`config.mk`:
```
export PLATFORM = sky130hd
export DESIGN_NAME = taxel_force_median_tracker_top
export DESIGN_NICKNAME = d
export VERILOG_FILES = /design/src/tfmt_pkg.sv /design/src/tfmt_ctrl.sv /design/src/tfmt_dp.sv /design/src/taxel_force_median_tracker_top.sv
export VERILOG_INCLUDE_DIRS = /design/src /design/src/src
export SDC_FILE = /design/constraint.sdc
export NUM_CORES = 2
export LEC_CHECK = 0
export ABC_AREA = 0
export BUFFER_PORTS_ARGS = -buffer_cell sky130_fd_sc_hd__clkbuf_2
export CORE_MARGIN = 5
export CORE_UTILIZATION = 40
export CTS_BUF_LIST = sky130_fd_sc_hd__clkbuf_16
export DETAILED_ROUTE_END_ITERATION = 8
export GPL_TIMING_DRIVEN = 0
export PLACE_DENSITY_LB_ADDON = 0.1
export SYNTH_ARGS = -nofsm -noshare
export SYNTH_HDL_FRONTEND = slang
export SYNTH_SLANG_ARGS = --single-unit
```
`constraint.sdc`:
```
create_clock -name i_clk -period 32.6 [get_ports i_clk]
set_clock_uncertainty 0.2 [all_clocks]
set_input_delay 0 -clock i_clk [delete_from_list [all_inputs] [get_ports i_clk]]
set_output_delay 0 -clock i_clk [all_outputs]
set_load 0.03 [all_outputs]
```
`src/assert_macros.svh`:
```
// assertion helpers used by the top-level rtl
`ifndef ASSERT_MACROS_SVH
`define ASSERT_MACROS_SVH

// checked only outside reset
`define TFMT_ASSERT(lbl, prop, msg) \
    lbl: assert property (@(posedge i_clk) disable iff (!i_rst_n) prop) else $error(msg);

// checked on every edge, reset included
`define TFMT_ASSERT_ALWAYS(lbl, prop, msg) \
    lbl: assert property (@(posedge i_clk) prop) else $error(msg);

`endif

```
`src/tfmt_pkg.sv`:
```
`timescale 1ns / 1ps
`default_nettype none
package tfmt_pkg;

    localparam int FINGERS       = 5;
    localparam int TAXELS        = 12;
    localparam int HISTORY_DEPTH = 8;

    localparam int IDX_W      = (HISTORY_DEPTH > 1) ? $clog2(HISTORY_DEPTH) : 1;
    localparam int MEM_DEPTH  = FINGERS * HISTORY_DEPTH;
    localparam int ADDR_W     = (MEM_DEPTH > 1) ? $clog2(MEM_DEPTH) : 1;
    localparam int CNT_W      = 5;
    localparam int ROOT_STEPS = 22;
    localparam int ACC_W      = 21;
    localparam int SQ_W       = 44;
    localparam int P_W        = 19;

    typedef enum logic [7:0] {
        S_IDLE = 8'b00000001,
        S_MUL  = 8'b00000010,
        S_SQ   = 8'b00000100,
        S_ROOT = 8'b00001000,
        S_PRES = 8'b00010000,
        S_LOAD = 8'b00100000,
        S_SORT = 8'b01000000,
        S_DONE = 8'b10000000
    } t_state;

    typedef struct packed {
        logic             cap;
        logic             mul_en;
        logic             sq_en;
        logic             root_en;
        logic             pres_en;
        logic             load_en;
        logic             sort_en;
        logic             out_load;
        logic [CNT_W-1:0] cnt;
    } t_cmd;

    typedef struct packed {
        logic last;
        logic out_free;
    } t_stat;

    // q1.15 unit vector component, 17 bits so that +1.0 fits
    function automatic logic signed [16:0] unit_coef(input logic [3:0] idx,
                                                     input logic [1:0] axis);
        logic signed [16:0] x;
        logic signed [16:0] y;
        logic signed [16:0] z;
        begin
            x = '0;
            y = '0;
            z = '0;
            case (idx)
                4'd0:  begin x = -17'sd32768; end
                4'd1:  begin x = -17'sd13093; z = 17'sd30039; end
                4'd2:  begin x = -17'sd13093; z = 17'sd30039; end
                4'd3:  begin x = -17'sd32768; end
                4'd4:  begin x = -17'sd25780; y = 17'sd19764; z = 17'sd4306; end
                4'd5:  begin x = -17'sd10128; y = 17'sd15652; z = 17'sd26948; end
                4'd6:  begin y = 17'sd32768; end
                4'd7:  begin x = 17'sd10128; y = 17'sd15652; z = 17'sd26948; end
                4'd8:  begin x = 17'sd25780; y = 17'sd19764; z = 17'sd4306; end
                4'd9:  begin x = 17'sd32768; end
                4'd10: begin x = 17'sd13093; z = 17'sd30039; end
                4'd11: begin x = 17'sd13093; z = 17'sd30039; end
                default: begin x = '0; end
            endcase
            case (axis)
                2'd0:    unit_coef = x;
                2'd1:    unit_coef = y;
                default: unit_coef = z;
            endcase
        end
    endfunction

endpackage
`default_nettype wire

```
`src/tfmt_ctrl.sv`:
```
`timescale 1ns / 1ps
`default_nettype none
module tfmt_ctrl import tfmt_pkg::*; (
    input  logic  i_clk,
    input  logic  i_rst_n,
    input  logic  i_in_valid,
    input  t_stat i_stat,
    output logic  o_in_stall,
    output t_cmd  o_cmd
);

    t_state           r_state, n_state;
    logic [CNT_W-1:0] r_cnt, n_cnt;

    always_ff @(posedge i_clk) begin
        if (!i_rst_n) begin
            r_state <= S_IDLE;
            r_cnt   <= '0;
        end else begin
            r_state <= n_state;
            r_cnt   <= n_cnt;
        end
    end

    always_comb begin
        n_state = r_state;
        n_cnt   = r_cnt + CNT_W'(1);
        o_cmd   = '0;
        o_cmd.cnt = r_cnt;
        unique case (r_state)
            S_IDLE: begin
                n_cnt = '0;
                if (i_in_valid) begin
                    o_cmd.cap = 1'b1;
                    n_state   = S_MUL;
                end
            end
            S_MUL: begin
                o_cmd.mul_en = 1'b1;
                if (r_cnt == CNT_W'(2)) begin
                    n_cnt   = '0;
                    n_state = i_stat.last ? S_SQ : S_IDLE;
                end
            end
            S_SQ: begin
                o_cmd.sq_en = 1'b1;
                if (r_cnt == CNT_W'(2)) begin
                    n_cnt   = '0;
                    n_state = S_ROOT;
                end
            end
            S_ROOT: begin
                o_cmd.root_en = 1'b1;
                if (r_cnt == CNT_W'(ROOT_STEPS - 1)) begin
                    n_cnt   = '0;
                    n_state = S_PRES;
                end
            end
            S_PRES: begin
                o_cmd.pres_en = 1'b1;
                n_cnt   = '0;
                n_state = S_LOAD;
            end
            S_LOAD: begin
                o_cmd.load_en = 1'b1;
                if (r_cnt == CNT_W'(HISTORY_DEPTH)) begin
                    n_cnt   = '0;
                    n_state = S_SORT;
                end
            end
            S_SORT: begin
                o_cmd.sort_en = 1'b1;
                if (r_cnt == CNT_W'(HISTORY_DEPTH - 1)) begin
                    n_cnt   = '0;
                    n_state = S_DONE;
                end
            end
            S_DONE: begin
                n_cnt = '0;
                if (i_stat.out_free) begin
                    o_cmd.out_load = 1'b1;
                    n_state        = S_IDLE;
                end
            end
            default: begin
                n_cnt   = '0;
                n_state = S_IDLE;
            end
        endcase
    end

    assign o_in_stall = (r_state != S_IDLE);

endmodule
`default_nettype wire

```
`src/tfmt_dp.sv`:
```
`timescale 1ns / 1ps
`default_nettype none
module tfmt_dp import tfmt_pkg::*; (
    input  logic                i_clk,
    input  logic                i_rst_n,
    input  t_cmd                i_cmd,
    output t_stat               o_stat,
    input  logic                i_use_ext,
    input  logic [2:0]          i_finger,
    input  logic [3:0]          i_taxel_index,
    input  logic signed [15:0]  i_taxel_value,
    input  logic                i_last_taxel,
    input  logic signed [15:0]  i_external_force,
    input  logic                i_out_stall,
    output logic                o_out_valid,
    output logic [2:0]          o_finger_out,
    output logic signed [19:0]  o_plain_sum,
    output logic [18:0]         o_weighted_magnitude,
    output logic [18:0]         o_pressure,
    output logic [18:0]         o_median_pressure
);

    // captured item
    logic [2:0]         r_finger;
    logic [3:0]         r_idx;
    logic signed [15:0] r_val;
    logic               r_last;
    logic signed [15:0] r_ext;

    logic [ACC_W-1:0] r_acc_p, r_acc_x, r_acc_y, r_acc_z;
    logic [SQ_W-1:0]  r_sqsum, r_n, r_res, r_bit;

    logic [P_W-1:0]     r_mem [MEM_DEPTH];
    logic               r_mem_vld [MEM_DEPTH];
    logic [P_W-1:0]     r_rdata;
    logic               r_rvld;
    logic [IDX_W-1:0]   r_wp [FINGERS];
    logic [P_W-1:0]     r_win [HISTORY_DEPTH];
    logic [P_W-1:0]     n_win [HISTORY_DEPTH];

    logic [2:0]         r_res_finger;
    logic signed [19:0] r_res_ps;
    logic [P_W-1:0]     r_res_mag, r_res_pres;

    logic                     w_fok, w_in_range;
    logic [1:0]               w_axis;
    logic signed [16:0]       w_coef;
    logic signed [32:0]       w_prod, w_round;
    logic signed [ACC_W-1:0]  w_sel;
    logic signed [2*ACC_W-1:0] w_sq;
    logic [SQ_W-1:0]          w_t;
    logic signed [ACC_W-1:0]  w_ps;
    logic [P_W-1:0]           w_mag, w_pres, w_med;
    logic [IDX_W-1:0]         w_wp, w_rd_k;
    logic [ADDR_W-1:0]        w_wr_addr, w_rd_addr;
    logic [P_W-1:0]           w_shift_in;

    assign o_stat.last     = r_last;
    assign o_stat.out_free = !o_out_valid || !i_out_stall;

    assign w_fok      = (32'(r_finger) < FINGERS);
    assign w_in_range = (32'(r_idx) < TAXELS);
    assign w_axis     = i_cmd.cnt[1:0];

    always_ff @(posedge i_clk) begin
        if (i_cmd.cap) begin
            r_finger <= i_finger;
            r_idx    <= i_taxel_index;
            r_val    <= i_taxel_value;
            r_last   <= i_last_taxel;
            r_ext    <= i_external_force;
        end
    end

    // one product per cycle, rounded to q8.8
    assign w_coef  = unit_coef(r_idx, w_axis);
    assign w_prod  = r_val * w_coef;
    assign w_round = (w_prod + 33'sd16384) >>> 15;

    always_ff @(posedge i_clk) begin
        if (!i_rst_n) begin
            r_acc_p <= '0;
            r_acc_x <= '0;
            r_acc_y <= '0;
            r_acc_z <= '0;
        end else if (i_cmd.pres_en) begin
            r_acc_p <= '0;
            r_acc_x <= '0;
            r_acc_y <= '0;
            r_acc_z <= '0;
        end else if (i_cmd.mul_en && w_in_range) begin
            case (w_axis)
                2'd0: begin
                    r_acc_x <= r_acc_x + w_round[ACC_W-1:0];
                    r_acc_p <= r_acc_p + ACC_W'(r_val);
                end
                2'd1:    r_acc_y <= r_acc_y + w_round[ACC_W-1:0];
                default: r_acc_z <= r_acc_z + w_round[ACC_W-1:0];
            endcase
        end
    end

    // sum of squares, then bitwise square root
    always_comb begin
        case (w_axis)
            2'd0:    w_sel = r_acc_x;
            2'd1:    w_sel = r_acc_y;
            default: w_sel = r_acc_z;
        endcase
    end
    assign w_sq = w_sel * w_sel;
    assign w_t  = r_res + r_bit;

    always_ff @(posedge i_clk) begin
        if (i_cmd.sq_en) begin
            if (w_axis == 2'd0) begin
                r_sqsum <= SQ_W'(unsigned'(w_sq));
            end else if (w_axis == 2'd1) begin
                r_sqsum <= r_sqsum + SQ_W'(unsigned'(w_sq));
            end else begin
                r_n   <= r_sqsum + SQ_W'(unsigned'(w_sq));
                r_res <= '0;
                r_bit <= SQ_W'(1) << 42;
            end
        end else if (i_cmd.root_en) begin
            if (r_n >= w_t) begin
                r_n   <= r_n - w_t;
                r_res <= (r_res >> 1) + r_bit;
            end else begin
                r_res <= r_res >> 1;
            end
            r_bit <= r_bit >> 2;
        end
    end

    assign w_ps = r_acc_p;
    assign w_mag = (r_res > SQ_W'(524287)) ? {P_W{1'b1}} : r_res[P_W-1:0];
    always_comb begin
        if (!i_use_ext) begin
            w_pres = w_mag;
        end else if (r_ext > 16'sd0) begin
            w_pres = P_W'(unsigned'(r_ext));
        end else begin
            w_pres = '0;
        end
    end

    // history memory, one write and one registered read per cycle
    assign w_wp       = w_fok ? r_wp[r_finger] : '0;
    assign w_rd_k     = i_cmd.cnt[IDX_W-1:0];
    assign w_wr_addr  = ADDR_W'(32'(r_finger) * HISTORY_DEPTH + 32'(w_wp));
    assign w_rd_addr  = ADDR_W'(32'(r_finger) * HISTORY_DEPTH + 32'(w_rd_k));

    always_ff @(posedge i_clk) begin
        if (i_cmd.pres_en && w_fok) begin
            r_mem[w_wr_addr] <= w_pres;
        end
        if (i_cmd.load_en && w_fok && (32'(i_cmd.cnt) < HISTORY_DEPTH)) begin
            r_rdata <= r_mem[w_rd_addr];
        end
    end

    always_ff @(posedge i_clk) begin
        if (!i_rst_n) begin
            for (int i = 0; i < MEM_DEPTH; i++) begin
                r_mem_vld[i] <= 1'b0;
            end
            for (int f = 0; f < FINGERS; f++) begin
                r_wp[f] <= '0;
            end
            r_rvld <= 1'b0;
        end else begin
            if (i_cmd.pres_en && w_fok) begin
                r_mem_vld[w_wr_addr] <= 1'b1;
                r_wp[r_finger] <= (32'(w_wp) == HISTORY_DEPTH - 1) ? '0
                                                                   : w_wp + IDX_W'(1);
            end
            if (i_cmd.load_en) begin
                r_rvld <= w_fok && (32'(i_cmd.cnt) < HISTORY_DEPTH) && r_mem_vld[w_rd_addr];
            end
        end
    end

    // window: shift in, then odd-even transposition sort
    assign w_shift_in = r_rvld ? r_rdata : '0;

    always_comb begin
        for (int i = 0; i < HISTORY_DEPTH; i++) begin
            n_win[i] = r_win[i];
        end
        if (i_cmd.load_en && (i_cmd.cnt != '0)) begin
            for (int i = 0; i < HISTORY_DEPTH - 1; i++) begin
                n_win[i] = r_win[i+1];
            end
            n_win[HISTORY_DEPTH-1] = w_shift_in;
        end else if (i_cmd.sort_en) begin
            for (int i = 0; i < HISTORY_DEPTH - 1; i++) begin
                if ((i % 2) == int'(i_cmd.cnt[0]) && r_win[i] > r_win[i+1]) begin
                    n_win[i]   = r_win[i+1];
                    n_win[i+1] = r_win[i];
                end
            end
        end
    end

    always_ff @(posedge i_clk) begin
        for (int i = 0; i < HISTORY_DEPTH; i++) begin
            r_win[i] <= n_win[i];
        end
    end

    generate
        if (HISTORY_DEPTH % 2 == 1) begin : g_odd
            assign w_med = r_win[HISTORY_DEPTH/2];
        end else begin : g_even
            logic [P_W:0] w_pair;
            assign w_pair = {1'b0, r_win[HISTORY_DEPTH/2-1]} + {1'b0, r_win[HISTORY_DEPTH/2]};
            assign w_med  = w_pair[P_W:1];
        end
    endgenerate

    always_ff @(posedge i_clk) begin
        if (i_cmd.pres_en) begin
            r_res_finger <= r_finger;
            if (w_ps > 21'sd524287) begin
                r_res_ps <= 20'sd524287;
            end else if (w_ps < -21'sd524288) begin
                r_res_ps <= -20'sd524288;
            end else begin
                r_res_ps <= w_ps[19:0];
            end
            r_res_mag  <= w_mag;
            r_res_pres <= w_pres;
        end
    end

    // output register
    always_ff @(posedge i_clk) begin
        if (!i_rst_n) begin
            o_out_valid <= 1'b0;
        end else if (i_cmd.out_load) begin
            o_out_valid <= 1'b1;
        end else if (!i_out_stall) begin
            o_out_valid <= 1'b0;
        end
    end

    always_ff @(posedge i_clk) begin
        if (i_cmd.out_load) begin
            o_finger_out         <= r_res_finger;
            o_plain_sum          <= r_res_ps;
            o_weighted_magnitude <= r_res_mag;
            o_pressure           <= r_res_pres;
            o_median_pressure    <= (32'(r_res_finger) < FINGERS) ? w_med : '0;
        end
    end

endmodule
`default_nettype wire

```
`src/taxel_force_median_tracker_top.sv`:
```
`timescale 1ns / 1ps
`default_nettype none
// channel  | direction | handshake              | payload
// in       | in        | i_in_valid / o_in_stall | finger, taxel index, value, last, ext force
// out      | out       | o_out_valid / i_out_stall | finger, sums, magnitude, pressure, median
// cfg      | in        | i_cfg_valid / o_cfg_ready | use_external_force
//
// a taxel item is a capture, then x, y, z products through one multiplier
// a last item adds squaring of x, y and z, 22 root iterations, 1 history write,
// HISTORY_DEPTH history reads into the window and HISTORY_DEPTH sort passes,
// then the result load
// the input stalls whenever the sequencer is busy; a waiting result does not block
// taxel items, only the next result load
// synchronous active-low reset clears control, accumulators and history valid bits
`include "assert_macros.svh"
module taxel_force_median_tracker_top import tfmt_pkg::*; (
    input  logic               i_clk,
    input  logic               i_rst_n,
    input  logic               i_in_valid,
    output logic               o_in_stall,
    input  logic [2:0]         i_finger,
    input  logic [3:0]         i_taxel_index,
    input  logic signed [15:0] i_taxel_value,
    input  logic               i_last_taxel,
    input  logic signed [15:0] i_external_force,
    output logic               o_out_valid,
    input  logic               i_out_stall,
    output logic [2:0]         o_finger_out,
    output logic signed [19:0] o_plain_sum,
    output logic [18:0]        o_weighted_magnitude,
    output logic [18:0]        o_pressure,
    output logic [18:0]        o_median_pressure,
    input  logic               i_cfg_valid,
    output logic               o_cfg_ready,
    input  logic               i_cfg_data
);

    t_cmd  w_cmd;
    t_stat w_stat;
    logic  r_use_ext;

    // config register, always ready
    assign o_cfg_ready = 1'b1;
    always_ff @(posedge i_clk) begin
        if (!i_rst_n) begin
            r_use_ext <= 1'b0;
        end else if (i_cfg_valid && o_cfg_ready) begin
            r_use_ext <= i_cfg_data;
        end
    end

    tfmt_ctrl u_ctrl (
        .i_clk      (i_clk),
        .i_rst_n    (i_rst_n),
        .i_in_valid (i_in_valid),
        .i_stat     (w_stat),
        .o_in_stall (o_in_stall),
        .o_cmd      (w_cmd)
    );

    tfmt_dp u_dp (
        .i_clk                (i_clk),
        .i_rst_n              (i_rst_n),
        .i_cmd                (w_cmd),
        .o_stat               (w_stat),
        .i_use_ext            (r_use_ext),
        .i_finger             (i_finger),
        .i_taxel_index        (i_taxel_index),
        .i_taxel_value        (i_taxel_value),
        .i_last_taxel         (i_last_taxel),
        .i_external_force     (i_external_force),
        .i_out_stall          (i_out_stall),
        .o_out_valid          (o_out_valid),
        .o_finger_out         (o_finger_out),
        .o_plain_sum          (o_plain_sum),
        .o_weighted_magnitude (o_weighted_magnitude),
        .o_pressure           (o_pressure),
        .o_median_pressure    (o_median_pressure)
    );

    // a new result only appears from a load
    `TFMT_ASSERT(a_rise_from_load, $rose(o_out_valid) |-> $past(w_cmd.out_load), "result without load")
    // a held result is never overwritten
    `TFMT_ASSERT(a_no_overwrite, w_cmd.out_load |-> !(o_out_valid && i_out_stall), "result overwritten")
    // no item is captured while the sequencer is busy
    `TFMT_ASSERT(a_cap_idle, w_cmd.cap |-> !o_in_stall, "capture while busy")
    // reset empties the output
    `TFMT_ASSERT_ALWAYS(a_rst_empty, !i_rst_n |=> !o_out_valid, "output valid after reset")

endmodule
`default_nettype wire

```
==> qor.txt <==
status: completed
Routed WL: 279000 µm
clk buf depth: 3
WL per Instance: 23.8 µm
Final Worst Setup Slack: 15000 ps
Seq cells post-synth: 1457
Setup crit end: u_dp.r_n[43]$_DFFE_PP_
clock sink total: 1457
H-tree Lvls: 4
first-pass GRT wire length: 421000 µm
maximum fanout along the worst path: 11
Nets: 9730
Final Wtd Congestion: 0.862
delay-heaviest family, CP: buffers and inverters
Setup TNS: 0 ps
TritonCTS Buffers: 163
DRT iter0 DRCs: 4743
die area: 248000 µm²
number of global-route vias before repair: 64.7k
count leader, synth: edfxtp_1
part of the cycle the worst path needs: 54.0%
number of fill cells in the layout: 21.7k
f_max: 56.8 MHz
antenna violations before repair: 11
largest net degree at the start of global routing: 42
CP Launch Point: u_ctrl.r_cnt[1]$_SDFF_PN0_
CP Capture Type: register
GRT overflow: 0
die height: 498 µm
post-synth top area share: 40.7%
cell taking the most area after synthesis: edfxtp_1
Vias: 62.9k
Post-CTS Hold Fix Bufs: 89
Reg2Reg Capture Point: u_dp.r_n[43]$_DFFE_PP_
Port Buf Inserts: 126
DP HPWL: 211000 µm
Bufs and invs on worst path: 17
CP Launch Type: register
syn_area_per_cell: 12.0 µm²
biggest cell delay along the critical path: 1010 ps
RSZ-0062 raised after global routing: no
Slew headroom: 4.37%
iteration count of the initial detailed-routing pass: 5
Post-synth EDFFs: 1290
synth warn: 0
Starting Density: 40.1%
Mapped Cells: 7938
Slew Limit Fails: 0
Syn Std Cell Area: 95200 µm²
CP Depth: 51
CP required: 32900 ps
Layout Utilization: 45.4%
area growth from synthesis to layout: 13.2%
core area: 237000 µm²
Ports: 129
post-route DRC violation count: 0
worst-margin pin slew: 1430 ps
Clock Latency Late Sink: 800 ps
worst r2r path cells: 51
asr flop ratio synth: 0%
Distinct cells, synth: 88
Hold Fails Final Rpt: 0
CTS tree: yes
post-CTS setup buffers: 0
max_cap viols: 0
DP Worst Slack: 14960 ps
prevailing post-synth register cell: edfxtp_1
worst r2r src: u_ctrl.r_cnt[1]$_SDFF_PN0_
Worst Hold Slack: 125 ps
Hold Path Class: in -> reg
Area contributors post-synth: edfxtp_1 41%, fa_1 15%, ha_1 7.8%
critical path type: reg -> reg
Die X: 498 µm
final antenna-violating net count: 0
site row count: 179
Critical Path Slowest Stage Cell: o21ai_0
Total Routing Usage GR: 22.4%
post-cts resize count: 0
CTS clk-pin slew, worst paths: 60 ps
endpoints failing setup: 0
register-to-register setup slack: 15000 ps
Post-synth top cells: 1290 x edfxtp_1, 1072 x inv_1, 696 x fa_1
Seq/Total Area, Yosys: 44.2%
Vias/cell: 5.37
crit path time final: 17600 ps
layout cells sized above 1: 10.1%
CP dominant cell by count: inv_1
Critical Path AT: 17910 ps
Root Buffer: clkbuf_16
hold path depth: 5
-- routing by layer --
layer | vias to the layer above | GRT usage [%] | part of all wire, %
met2 | 1586 | 36.6 | 47
met3 | 325 | 2.79 | 4.9
met1 | 32300 | 32.0 | 45
li1 | 28700 | - | -
met4 | 0 | 5.08 | 2.3
met5 | - | 0 | 0
-- through the flow --
step           instances  instance area [µm²]
4_1_cts            11700               108000
6_report           11700               108000
5_1_grt            11700               108000
3_5_place_dp       11300               102000
3_3_place_gp       11200                99800
2_1_floorplan       7946                95200
-- flip-flops by register name, summed over array words and instances, names as in the netlist, 5 cells and up, named ones only --
register and flops:
u_dp.r_wp 24, u_ctrl.r_cnt 5, u_dp.r_res_mag 19, u_dp.r_mem 760, u_dp.r_mem_vld 64, u_dp.r_res 44, u_dp.r_val 16, u_dp.r_acc_p 21
u_dp.r_res_ps 20, u_dp.o_plain_sum 20, u_dp.r_rdata 19, u_dp.r_win 152, u_dp.r_acc_z 21, u_dp.r_sqsum 44, u_dp.r_res_pres 19, u_dp.r_ext 16
u_dp.o_pressure 19, u_dp.r_bit 22, u_dp.o_weighted_magnitude 19, u_ctrl.r_state 8, u_dp.r_acc_y 21, u_dp.r_acc_x 21, u_dp.o_median_pressure 19, u_dp.r_n 44
-- kinds of logic (layout without fill, tap and decap cells) --
family / count (synthesis) / count (layout) / share of synthesized area [%]
and+or+nand+nor: 1765 / 1765 / 8.55
DFF: 1457 / 1457 / 44.2
AOI/OAI and AO/OA: 1385 / 1385 / 9.62
buffers and inverters: 1384 / 1969 / 5.51
adders and majority gates: 1290 / 1290 / 22.5
muxes: 342 / 342 / 6.76
xor gates and xnor gates: 313 / 313 / 2.88
other: 2 / 13 / 0.00789
-- worst min-delay path by stage --
stage | start | to | slack, ps
2_1_floorplan | i_external_force[0] | u_dp.r_ext[0]$_DFFE_PP_ | -100
3_3_place_gp | i_taxel_value[11] | u_dp.r_val[11]$_DFFE_PP_ | -20
3_5_place_dp | i_taxel_value[4] | u_dp.r_val[4]$_DFFE_PP_ | -20
4_1_cts | i_in_valid | u_ctrl.r_state[6]$_SDFFE_PN0P_ | 40
5_1_grt | i_in_valid | u_ctrl.r_state[6]$_SDFFE_PN0P_ | 80
6_report | i_in_valid | u_ctrl.r_state[6]$_SDFFE_PN0P_ | 120
-- cell usage in the layout (no fill, tap or decap), types with 35 or more instances in the layout --
master,count
nor3_1,67
mux2_2,48
mux2i_1,58
a21o_1,157
clkinv_1,37
mux4_2,236
o21ai_0,250
buf_12,35
xnor2_1,195
dlygate4sd3_1,89
o21bai_1,53
clkbuf_16,164
nand3_1,64
xor2_1,118
nor2_4,41
a21oi_1,341
ha_1,594
nand2_1,651
and2_1,163
nor2b_1,97
inv_1,1115
nand4_1,44
clkbuf_1,242
nand2b_1,43
nor2_1,439
edfxtp_1,1290
a22o_1,117
o21a_1,128
a31oi_1,58
dfxtp_1,167
fa_1,696
clkbuf_2,126
a211oi_1,47
-- area by class of cell --
type	count	area, µm²	share of cell area, %
multi-input cells	5105	48500	45.0
flip-flops and latches	1457	42100	39.1
clock buffers	164	4100	3.81
inverters	1078	4050	3.76
well taps	3167	3960	3.68
repair buffers	283	2830	2.62
plain buffers	306	1190	1.11
clock inverters	138	1000	0.931
diodes	3	7.51	0.00697
-- worst reg2reg max path: cells and delay by family, from the launching register on --
family / cells / cell delay (ps)
compound gates: 14 / 4070
xor+xnor: 2 / 540
fa+ha+maj: 10 / 4580
buf+inv: 17 / 5910
flops: 1 / 360
mux: 1 / 100
simple gates: 7 / 1530
Power is not shown: default switching activity piles up to over one toggle a cycle in this logic, so the estimate is an artifact.
